### src/hw/rtl/assert_macros.svh
// ---------------------------------------------------------------------------
// Assertion helpers shared by the deframer RTL
// Every check is clocked on i_clk and held off while i_rst_n is low.
// ---------------------------------------------------------------------------
`ifndef ASSERT_MACROS_SVH
`define ASSERT_MACROS_SVH

// General property check
`define FR_ASSERT(label, prop, msg) \
    label: assert property (@(posedge i_clk) disable iff (!i_rst_n) (prop)) \
        else $error(msg);

// Condition that must never be seen
`define FR_NEVER(label, expr, msg) \
    label: assert property (@(posedge i_clk) disable iff (!i_rst_n) !(expr)) \
        else $error(msg);

`endif

### src/hw/rtl/fr_pkg.sv
// ---------------------------------------------------------------------------
// fr_pkg
// Types and constants shared by the fragment reassembler modules.
// ---------------------------------------------------------------------------
package fr_pkg;

    // Message buffer size in bytes and offset width (offset saturates at size)
    localparam int          OFF_W     = 9;
    localparam logic [8:0]  BUF_BYTES = 9'd256;

    // Header byte layout
    localparam logic [7:0]  HDR_LEN_MASK  = 8'h3F;
    localparam logic [7:0]  HDR_LAST_BIT  = 8'h80;
    localparam logic [7:0]  HDR_FIRST_BIT = 8'h40;

    // Queue between front and back
    localparam int Q_DEPTH = 4;
    localparam int Q_AW    = $clog2(Q_DEPTH);
    localparam int Q_CW    = $clog2(Q_DEPTH + 1);

    // Input word
    typedef struct packed {
        logic [7:0] rx_byte;
        logic       packet_first;
    } t_in_word;

    // Result word
    typedef struct packed {
        logic       store_valid;
        logic [7:0] store_addr;
        logic [7:0] store_data;
        logic       message_done;
        logic [8:0] message_length;
        logic       partial_dropped;
        logic       fragment_rejected;
        logic       overflow;
    } t_out_word;

    // Classified byte, as queued for the back end
    typedef struct packed {
        logic       is_header;
        logic       hdr_first;
        logic       hdr_last;
        logic [5:0] hdr_len;
        logic       len_zero;
        logic [7:0] data;
    } t_entry;

    // Queue status seen by the front and back ends
    typedef struct packed {
        logic empty;
        logic full;
    } t_q_status;

endpackage

### src/hw/rtl/fragment_reassembler.sv
// ---------------------------------------------------------------------------
// fragment_reassembler
// Byte-stream deframer: rebuilds messages from header-led packets and emits
// one result word (buffer write and status flags) for every input byte.
//
//   channel  direction  handshake           payload
//   input    in         i_valid / o_stall   i_data  (t_in_word)
//   output   out        o_valid / i_stall   o_data  (t_out_word)
//
// One byte per clock sustained while the output is not stalled; a taken byte is
// written into the queue, then the back end steps its state and registers its
// result. The back-end step (offset, payload count, last/discard flags) is the
// per-byte loop; it handles one queued byte each cycle the output is not stalled.
// Reset (i_rst_n low, synchronous) clears the queue, the message state and
// the result valid.
// An output stall holds the result; the four-word queue keeps taking input
// until full, then o_stall rises.
// ---------------------------------------------------------------------------
module fragment_reassembler import fr_pkg::*; (
    input  logic      i_clk,
    input  logic      i_rst_n,
    input  logic      i_valid,
    output logic      o_stall,
    input  t_in_word  i_data,
    output logic      o_valid,
    input  logic      i_stall,
    output t_out_word o_data
);

    t_q_status q_status;
    t_entry    push_entry;
    t_entry    head_entry;
    logic      push;
    logic      pop;

    fr_front u_front (
        .i_valid    (i_valid),
        .i_data     (i_data),
        .i_q_status (q_status),
        .o_stall    (o_stall),
        .o_push     (push),
        .o_entry    (push_entry)
    );

    fr_queue u_queue (
        .i_clk    (i_clk),
        .i_rst_n  (i_rst_n),
        .i_push   (push),
        .i_entry  (push_entry),
        .i_pop    (pop),
        .o_entry  (head_entry),
        .o_status (q_status)
    );

    fr_back u_back (
        .i_clk      (i_clk),
        .i_rst_n    (i_rst_n),
        .i_entry    (head_entry),
        .i_q_status (q_status),
        .i_stall    (i_stall),
        .o_pop      (pop),
        .o_valid    (o_valid),
        .o_data     (o_data)
    );

endmodule

### src/hw/rtl/fr_front.sv
// ---------------------------------------------------------------------------
// fr_front
// Takes input words and classifies each byte as header or payload,
// decoding the header fields before the byte enters the queue.
// ---------------------------------------------------------------------------
module fr_front import fr_pkg::*; (
    input  logic      i_valid,
    input  t_in_word  i_data,
    input  t_q_status i_q_status,
    output logic      o_stall,
    output logic      o_push,
    output t_entry    o_entry
);

    // Hold off the sender only while the queue has no room
    assign o_stall = i_q_status.full;
    assign o_push  = i_valid && !i_q_status.full;

    // Header decode
    always_comb begin
        o_entry           = '0;
        o_entry.is_header = i_data.packet_first;
        o_entry.hdr_first = |(i_data.rx_byte & HDR_FIRST_BIT);
        o_entry.hdr_last  = |(i_data.rx_byte & HDR_LAST_BIT);
        o_entry.hdr_len   = 6'(i_data.rx_byte & HDR_LEN_MASK);
        o_entry.len_zero  = ((i_data.rx_byte & HDR_LEN_MASK) == 8'h00);
        o_entry.data      = i_data.rx_byte;
    end

endmodule

### src/hw/rtl/fr_queue.sv
// ---------------------------------------------------------------------------
// fr_queue
// Short FIFO of classified bytes between the front and back ends.
// ---------------------------------------------------------------------------
module fr_queue import fr_pkg::*; (
    input  logic      i_clk,
    input  logic      i_rst_n,
    input  logic      i_push,
    input  t_entry    i_entry,
    input  logic      i_pop,
    output t_entry    o_entry,
    output t_q_status o_status
);

    t_entry            r_mem [Q_DEPTH];
    logic [Q_AW-1:0]   r_wr_ptr, n_wr_ptr;
    logic [Q_AW-1:0]   r_rd_ptr, n_rd_ptr;
    logic [Q_CW-1:0]   r_count,  n_count;
    logic              push, pop;

    assign o_status.empty = (r_count == '0);
    assign o_status.full  = (r_count == Q_CW'(Q_DEPTH));
    assign push = i_push && !o_status.full;
    assign pop  = i_pop && !o_status.empty;
    assign o_entry = r_mem[r_rd_ptr];

    // Pointer and fill count update
    always_comb begin
        n_wr_ptr = push ? Q_AW'(r_wr_ptr + 1'b1) : r_wr_ptr;
        n_rd_ptr = pop  ? Q_AW'(r_rd_ptr + 1'b1) : r_rd_ptr;
        n_count  = r_count;
        if (push && !pop) begin
            n_count = Q_CW'(r_count + 1'b1);
        end else if (pop && !push) begin
            n_count = Q_CW'(r_count - 1'b1);
        end
    end

    always_ff @(posedge i_clk) begin
        if (!i_rst_n) begin
            r_wr_ptr <= '0;
            r_rd_ptr <= '0;
            r_count  <= '0;
        end else begin
            r_wr_ptr <= n_wr_ptr;
            r_rd_ptr <= n_rd_ptr;
            r_count  <= n_count;
        end
    end

    // Storage words
    always_ff @(posedge i_clk) begin
        if (push) begin
            r_mem[r_wr_ptr] <= i_entry;
        end
    end

`include "assert_macros.svh"

    `FR_NEVER(a_q_count_range, r_count > Q_CW'(Q_DEPTH), "queue fill count beyond depth")
    `FR_ASSERT(a_q_ptr_gap, Q_AW'(r_wr_ptr - r_rd_ptr) == Q_AW'(r_count), "queue pointers disagree with count")

endmodule

### src/hw/rtl/fr_back.sv
// ---------------------------------------------------------------------------
// fr_back
// Reassembly state machine: applies each queued byte to the message
// offset and packet state and registers one result word per byte.
// ---------------------------------------------------------------------------
module fr_back import fr_pkg::*; (
    input  logic      i_clk,
    input  logic      i_rst_n,
    input  t_entry    i_entry,
    input  t_q_status i_q_status,
    input  logic      i_stall,
    output logic      o_pop,
    output logic      o_valid,
    output t_out_word o_data
);

    logic [OFF_W-1:0] r_offset, n_offset;
    logic [5:0]       r_left,   n_left;
    logic             r_last,   n_last;
    logic             r_disc,   n_disc;
    logic             r_out_valid;
    t_out_word        r_out, n_out;
    logic             load;

    // Take a new byte when the result register is free or being drained
    assign load    = !i_q_status.empty && (!r_out_valid || !i_stall);
    assign o_pop   = load;
    assign o_valid = r_out_valid;
    assign o_data  = r_out;

    // Per-byte reassembly step
    always_comb begin
        n_offset = r_offset;
        n_left   = r_left;
        n_last   = r_last;
        n_disc   = r_disc;
        n_out    = '0;
        if (i_entry.is_header) begin
            // first header mid-message drops the partial message
            if (i_entry.hdr_first && (r_offset != '0)) begin
                n_out.partial_dropped = 1'b1;
                n_offset = '0;
            end
            if (!i_entry.hdr_first && (r_offset == '0)) begin
                // continuation with nothing open: throw the packet away
                n_out.fragment_rejected = 1'b1;
                n_disc = 1'b1;
                n_left = '0;
                n_last = 1'b0;
            end else begin
                n_disc = 1'b0;
                n_left = i_entry.hdr_len;
                n_last = i_entry.hdr_last;
                // empty last fragment completes on the header
                if (i_entry.len_zero && i_entry.hdr_last) begin
                    n_out.message_done   = 1'b1;
                    n_out.message_length = n_offset;
                    n_offset = '0;
                    n_last   = 1'b0;
                end
            end
        end else if (!r_disc && (r_left != '0)) begin
            if (r_offset < BUF_BYTES) begin
                n_out.store_valid = 1'b1;
                n_out.store_addr  = r_offset[7:0];
                n_out.store_data  = i_entry.data;
                n_offset = OFF_W'(r_offset + 1'b1);
            end else begin
                n_out.overflow = 1'b1;
                n_offset = BUF_BYTES;
            end
            n_left = 6'(r_left - 1'b1);
            if ((n_left == '0) && r_last) begin
                n_out.message_done   = 1'b1;
                n_out.message_length = n_offset;
                n_offset = '0;
                n_last   = 1'b0;
            end
        end
    end

    // Control state
    always_ff @(posedge i_clk) begin
        if (!i_rst_n) begin
            r_offset    <= '0;
            r_left      <= '0;
            r_last      <= 1'b0;
            r_disc      <= 1'b0;
            r_out_valid <= 1'b0;
        end else begin
            if (load) begin
                r_offset <= n_offset;
                r_left   <= n_left;
                r_last   <= n_last;
                r_disc   <= n_disc;
            end
            if (load) begin
                r_out_valid <= 1'b1;
            end else if (!i_stall) begin
                r_out_valid <= 1'b0;
            end
        end
    end

    // Result word
    always_ff @(posedge i_clk) begin
        if (load) begin
            r_out <= n_out;
        end
    end

`include "assert_macros.svh"

    `FR_NEVER(a_offset_range, r_offset > BUF_BYTES, "write offset beyond buffer size")
    `FR_ASSERT(a_done_clears, (load && n_out.message_done) |=> (r_offset == '0), "offset not cleared after message end")
    `FR_NEVER(a_store_ovf, r_out_valid && r_out.store_valid && r_out.overflow, "store and overflow together")
    `FR_ASSERT(a_stall_hold, (r_out_valid && i_stall) |=> (r_out_valid && $stable(r_out)), "stalled result changed")

endmodule

### config.mk
export PLATFORM = sky130hd
export DESIGN_NAME = fragment_reassembler
export DESIGN_NICKNAME = d
export VERILOG_FILES = /design/src/hw/rtl/fr_pkg.sv /design/src/hw/rtl/fragment_reassembler.sv /design/src/hw/rtl/fr_front.sv /design/src/hw/rtl/fr_queue.sv /design/src/hw/rtl/fr_back.sv
export VERILOG_INCLUDE_DIRS = /design/src /design/src/hw/rtl
export SDC_FILE = /design/constraint.sdc
export NUM_CORES = 1
export LEC_CHECK = 0
export ABC_AREA = 1
export BUFFER_PORTS_ARGS = -buffer_cell sky130_fd_sc_hd__buf_2
export CELL_PAD_IN_SITES_DETAIL_PLACEMENT = 0
export CELL_PAD_IN_SITES_GLOBAL_PLACEMENT = 1
export CORE_ASPECT_RATIO = 1.2
export CORE_MARGIN = 1.5
export CORE_UTILIZATION = 25
export DETAILED_ROUTE_END_ITERATION = 8
export GPL_TIMING_DRIVEN = 0
export HOLD_SLACK_MARGIN = 0.12
export PLACE_DENSITY_LB_ADDON = 0.1
export RECOVER_POWER = 50
export SKIP_CTS_REPAIR_TIMING = 1
export SLEW_MARGIN = 5
export SYNTH_ARGS = -nofsm -noshare
export SYNTH_HDL_FRONTEND = slang
export SYNTH_HIERARCHICAL = 1
export SYNTH_SLANG_ARGS = --single-unit
### constraint.sdc
create_clock -name i_clk -period 6.6 [get_ports i_clk]
set_clock_uncertainty 0.2 [all_clocks]
set_input_delay 0.66 -clock i_clk [delete_from_list [all_inputs] [get_ports i_clk]]
set_output_delay 0.66 -clock i_clk [all_outputs]
set_load 0.05 [all_outputs]
==> results of run 1 <==
[metal layers]
layer	share of wire	vias up
li1	-	2078
met1	0.44	2053
met2	0.52	73
met3	0.028	18
met4	0.016	0
met5	0	-
[registers in the layout, summed over array words and instances (netlist names), named ones only]
register          cells
u_back/r_last         1
u_back/r_offset       9
u_queue/r_count       3
u_queue/r_wr_ptr      2
u_back/r_disc         1
u_queue/r_mem        72
u_back/o_valid        1
u_queue/r_rd_ptr      2
u_back/r_left         6
u_back/o_data        30
[cells by family (layout without fill, tap and decap cells)]
logic type	Yosys count	after routing	share of synthesized area
AND/OR/NAND/NOR	223	223	0.163
buffers and inverters	103	181	0.0931
flip-flops	129	129	0.614
AO/OA/AOI/OAI	110	110	0.102
XOR/XNOR	2	2	0.00298
adder cells (fa/ha/maj)	11	11	0.0247
[cell usage in the layout, fill, tap and decap left out, types with 2 or more instances in the layout]
| cell | instances |
|---|---|
| edfxtp_1 | 102 |
| nor2_1 | 99 |
| nand2_1 | 71 |
| clkbuf_1 | 59 |
| inv_1 | 58 |
| o21ai_0 | 48 |
| nand3_1 | 28 |
| dfxtp_1 | 27 |
| a21oi_1 | 18 |
| o22ai_1 | 18 |
| clkbuf_16 | 17 |
| o21ai_1 | 17 |
| ha_1 | 10 |
| nand4_1 | 9 |
| buf_4 | 9 |
| nor2_2 | 7 |
| buf_6 | 7 |
| o31ai_1 | 6 |
| clkinv_4 | 5 |
| inv_2 | 5 |
| buf_2 | 4 |
| clkinvlp_4 | 3 |
| inv_8 | 3 |
| inv_6 | 3 |
| buf_8 | 3 |
| clkinv_2 | 2 |
| nand2_2 | 2 |
| nand3_2 | 2 |
[cell type report]
type | instances | area [µm²] | share of cell area
sequential | 129 | 3600 | 0.514
multi-input combinational | 346 | 1720 | 0.246
clock buffer | 17 | 425 | 0.0607
tap | 315 | 394 | 0.0562
inverter | 65 | 253 | 0.0360
timing repair buffer | 46 | 234 | 0.0334
buffer | 38 | 230 | 0.0328
clock inverter | 15 | 150 | 0.0214
[worst register-to-register path, stage by stage (launching register included)]
cell and delay, ps:
dfxtp_1 390, nor2_1 80, nand2_1 160, inv_1 80, a21oi_1 1010, clkbuf_1 1200
[through the flow]
| stage | area [µm²] | power, mW | hold slack, ps | instances | utilization |
|---|---|---|---|---|---|
| detailed placement | 6580 | 3.00 | 279 | 939 | 0.285 |
| global placement | 6470 | 2.95 | 268 | 934 | 0.280 |
| finish | 7010 | 3.80 | 276 | 971 | 0.303 |
| floorplan | 5870 | 2.47 | 254 | 578 | - |
| CTS | 7160 | 3.92 | 224 | 971 | 0.309 |
| global route | 7010 | 4.07 | 284 | 971 | 0.303 |
[report_power, final]
part / internal [mW] / switching (mW) / leakage (nW)
sequential: 1.14 / 0.0927 / 1.19
combinational: 0.423 / 1.24 / 1.18
clock: 0.528 / 0.379 / 0.274
[synth_stat cells, drive strengths merged, types with 3 or more instances]
cell type | instances | area, µm²
nand3 | 31 | 178
nand2 | 74 | 293
o31ai | 6 | 45.0
inv | 64 | 248
buf | 35 | 283
o22ai | 18 | 113
nand4 | 9 | 56.3
ha | 10 | 125
dfxtp | 27 | 541
edfxtp | 102 | 3060
o21ai | 66 | 334
nor2 | 107 | 419
a21oi | 18 | 93.8
clkbuf | 3 | 11.3
[path summary, 6_finish.rpt]
kind                      startpoint                end  slack (ps)  cells past startpoint
setup / recovery  u_queue/r_count[0]  u_back/o_data[17]        3060                      5
hold / removal        u_back/o_valid     u_back/o_valid         280                      2
setup reg to reg  u_queue/r_count[0]  u_back/o_data[17]        3060                      5
hold reg to reg       u_back/o_valid     u_back/o_valid         280                      2
==> results_dict.tcl, run 1 <==
set metrics [dict create \
    status "finished, violations left" \
    violations "max-capacitance violations, max-slew violations" \
    use_met3 0.0288 \
    yosysSeqAreaShare 0.614 \
    syn_inst 578 \
    crit_chain "nor2_1, nand2_1, inv_1, a21oi_1, clkbuf_1" \
    top_usage_layer "met2" \
    clockRootBuffer "clkbuf_16" \
    rsz0062_at_grt "no" \
    cts_buffers 17 \
    synth_edf_count 102 \
    critPathBufInv 2 \
    drive_gt1_frac 0.119 \
    fin_nets 667 \
    peakVddDrop_mv 0.188 \
    antenna_left 0 \
    crit_path_start_kind "flip-flop" \
    port-buffer-count 41 \
    met1_usage 0.151 \
    cap_violations 1 \
    hold_violations 0 \
    antenna_found_initial 0 \
    synth_seq_cells 129 \
    dpl_worst_slack_ps 3870 \
    nFillCells 2462 \
    end_kind "flip-flop" \
    rows 61 \
    hpwl_um 10700 \
    hp-class "flip-flop to flip-flop" \
    syn_nets 602 \
    avgSynthCellArea_um2 10.2 \
    layout_setup_ws_ps 3060 \
    crit_fanout 27 \
    grt_pass1_vias 4111 \
    cts_tree "built" \
    fin_tns_setup_ps 0 \
    die_area_um2 24400 \
    grt_pass1_wl_um 23500 \
    routed_via_density 4.35 \
    clkSinkCount 129 \
    groute.usage.overall 0.132 \
    grt_util_met2 0.240 \
    power.leakage_nw 2.64 \
    cp_top_family "buffers and inverters" \
    ys_warn_count 6 \
    min_period_ps 3540 \
    syn_to_final_growth_pct 19.4 \
    relSlewSlack -0.0351 \
    worst_path_largest_cell_delay_ps 1190 \
    synthArstFlopShare 0 \
    gp_congestion 0.755 \
    worstMarginPinSlew_ps 1550 \
    grt_max_degree 28 \
    io_pins 45 \
    vias 4222 \
    synth_flop_cell "edfxtp_1" \
    h-tree-depth 4 \
    start_util 0.254 \
    drt-total-wl_um 15200 \
    core_um2 23100 \
    crit_type "flip-flop to flip-flop" \
    worstPathRequired_ps 6420 \
    setup_viol 0 \
    drt_iter0_markers 198 \
    cp_slowest_cell "clkbuf_1" \
    timing.fmax_ghz 0.282 \
    first_pass_iters 4 \
    fin_crit_sh 0.537 \
    insertion_delay_ps 420 \
    overflow 0 \
    syn_area_um2 5870 \
    wl_per_cell_um 15.7 \
    drc 0 \
    clk_pin_slew_ps 60 \
    drv_slew 28 \
    fp.dieH_um 171 \
    arrival_ps 3360 \
    cts_max_path_buffers 2 \
    die_x_um 143 \
    yosys.cell_types.count 36 \
    diodes 0 \
    power.density_nw_per_um2 542 \
]
Note: power is estimated with default switching activity, not from simulation.
==> run 2: changes to the inputs <==
- clock period: 6.6 -> 3.5 ns (I/O delays scaled with it)
==> results_dict.tcl, run 2 (synthesis results as in run 1) <==
set metrics [dict create \
    worstPathRequired_ps 3320 \
    power.density_nw_per_um2 1010 \
    final_common_cell "edfxtp_1" \
    port-buffer-count 41 \
    drt-total-wl_um 15200 \
    hold_violations 0 \
    diodes 0 \
    cp_slowest_cell "clkbuf_1" \
    clk_pin_slew_ps 60 \
    vias 4252 \
    finalPower_mw 7.19 \
    fin_nets 675 \
    multi_input_area_um2 1730 \
    rsz0062_at_grt "no" \
    grt_max_degree 28 \
    crit_path_start_kind "flip-flop" \
    insertion_delay_ps 420 \
    routed_via_density 4.34 \
    crit_end "u_back/o_data[17]" \
    hpwl_um 10700 \
    cp_top_family "buffers and inverters" \
    fp.dieH_um 171 \
    crit_fanout 27 \
    rows 61 \
    crit-reg2reg-capture "u_back/o_data[17]" \
    gp_congestion 0.755 \
    arrival_ps 2730 \
    clkSinkCount 129 \
    cap_violations 1 \
    setup_viol 0 \
    antenna_found_initial 0 \
    drive_gt1_frac 0.117 \
    syn_to_final_growth_pct 20.9 \
    status "finished, violations left" \
    die_x_um 143 \
    use_met3 0.0288 \
    top_usage_layer "met2" \
    peakVddDrop_mv 0.356 \
    antenna_left 0 \
    crit_type "flip-flop to flip-flop" \
    clockRootBuffer "clkbuf_16" \
    hp-class "input pin to flip-flop" \
    h-tree-depth 4 \
    worst_path_largest_cell_delay_ps 1170 \
    largest-register "u_queue/r_mem" \
    wl_per_cell_um 15.6 \
    cts_tree "built" \
    reg2regPathDepth 5 \
    reg2reg_setup_slack_ps 590 \
    post_layout_nonfiller_instances 979 \
    r2r_start "u_queue/r_count[0]" \
    end_kind "flip-flop" \
    violations "max-capacitance violations, max-slew violations" \
    grt_pass1_vias 4111 \
    largest_reg_flops 72 \
    overflow 0 \
    groute.usage.overall 0.132 \
    relSlewSlack -0.0381 \
    critPathBufInv 2 \
    grt_pass1_wl_um 23500 \
    fin_crit_sh 0.832 \
    drc 0 \
    grt_util_met2 0.240 \
    met1_usage 0.151 \
    core_um2 23100 \
    drt_iter0_markers 224 \
    worstMarginPinSlew_ps 1560 \
    power.leakage_nw 2.68 \
    cts_max_path_buffers 2 \
    min_period_ps 2910 \
    drv_slew 28 \
    place_inst 939 \
    cts_buffers 17 \
    die_area_um2 24400 \
    crit_chain "nor2_1, nand2_1, inv_1, a21oi_4, clkbuf_1" \
    layout_common_cells "edfxtp_1 (102), nor2_1 (99), nand2_1 (72)" \
    start_util 0.254 \
    cp-startpoint "u_queue/r_count[0]" \
    io_pins 45 \
    nFillCells 2459 \
    final_util 0.307 \
    timing.fmax_ghz 0.343 \
    seq_area_um2 3600 \
    cp_num_cells 5 \
    first_pass_iters 4 \
]
## run 2: worst reg2reg max path: cells and delay by family (launching register included)
| family | cells | cell delay (ps) |
|---|---|---|
| AND/OR/NAND/NOR | 2 | 220 |
| AO/OA/AOI/OAI | 1 | 400 |
| flip-flops | 1 | 390 |
| buffers and inverters | 2 | 1280 |
## run 2: cell type report
cell class / count / area share
sequential: 129 / 0.507
tap: 315 / 0.0555
clock inverter: 15 / 0.0211
timing repair buffer: 54 / 0.0442
clock buffer: 17 / 0.0599
multi-input combinational: 346 / 0.244
inverter: 65 / 0.0356
buffer: 38 / 0.0324
## run 2: layer usage
layer / wire [µm] / vias to the layer above
met2: 7830 / 70
met3: 414 / 22
met1: 6720 / 2062
li1: - / 2098
met5: 0 / -
met4: 260 / 0
## run 2: how the worst min path moves through the flow
stage | slack (ps) | endpoint | cells after the start | start
after floorplan | 250 | u_back/r_left[5] | 2 | u_back/r_left[5]
after global placement | 270 | u_back/o_valid | 2 | u_back/o_valid
after detailed placement | 280 | u_back/r_left[5] | 2 | u_back/r_left[5]
after CTS | -90 | u_queue/r_mem[3][7] | 1 | i_data[8]
after global routing | 180 | u_queue/r_wr_ptr[0] | 6 | i_valid
final | 150 | u_queue/r_wr_ptr[1] | 6 | i_valid
## run 2: where the power goes
part           internal (mW)  switching (mW)
registers               2.15           0.176
logic                  0.808            2.35
clock network          0.995           0.716
## run 2: stage by stage
step | hold slack (ps) | setup WS [ps] | cell area [µm²] | TNS [ps]
after detailed placement | 279 | 768 | 6580 | 0
after global placement | 268 | -378 | 6470 | -4030
after global routing | 182 | 324 | 7100 | 0
after floorplan | 254 | 528 | 5870 | 0
final | 149 | 588 | 7100 | 0
after CTS | -86.0 | 757 | 7160 | 0
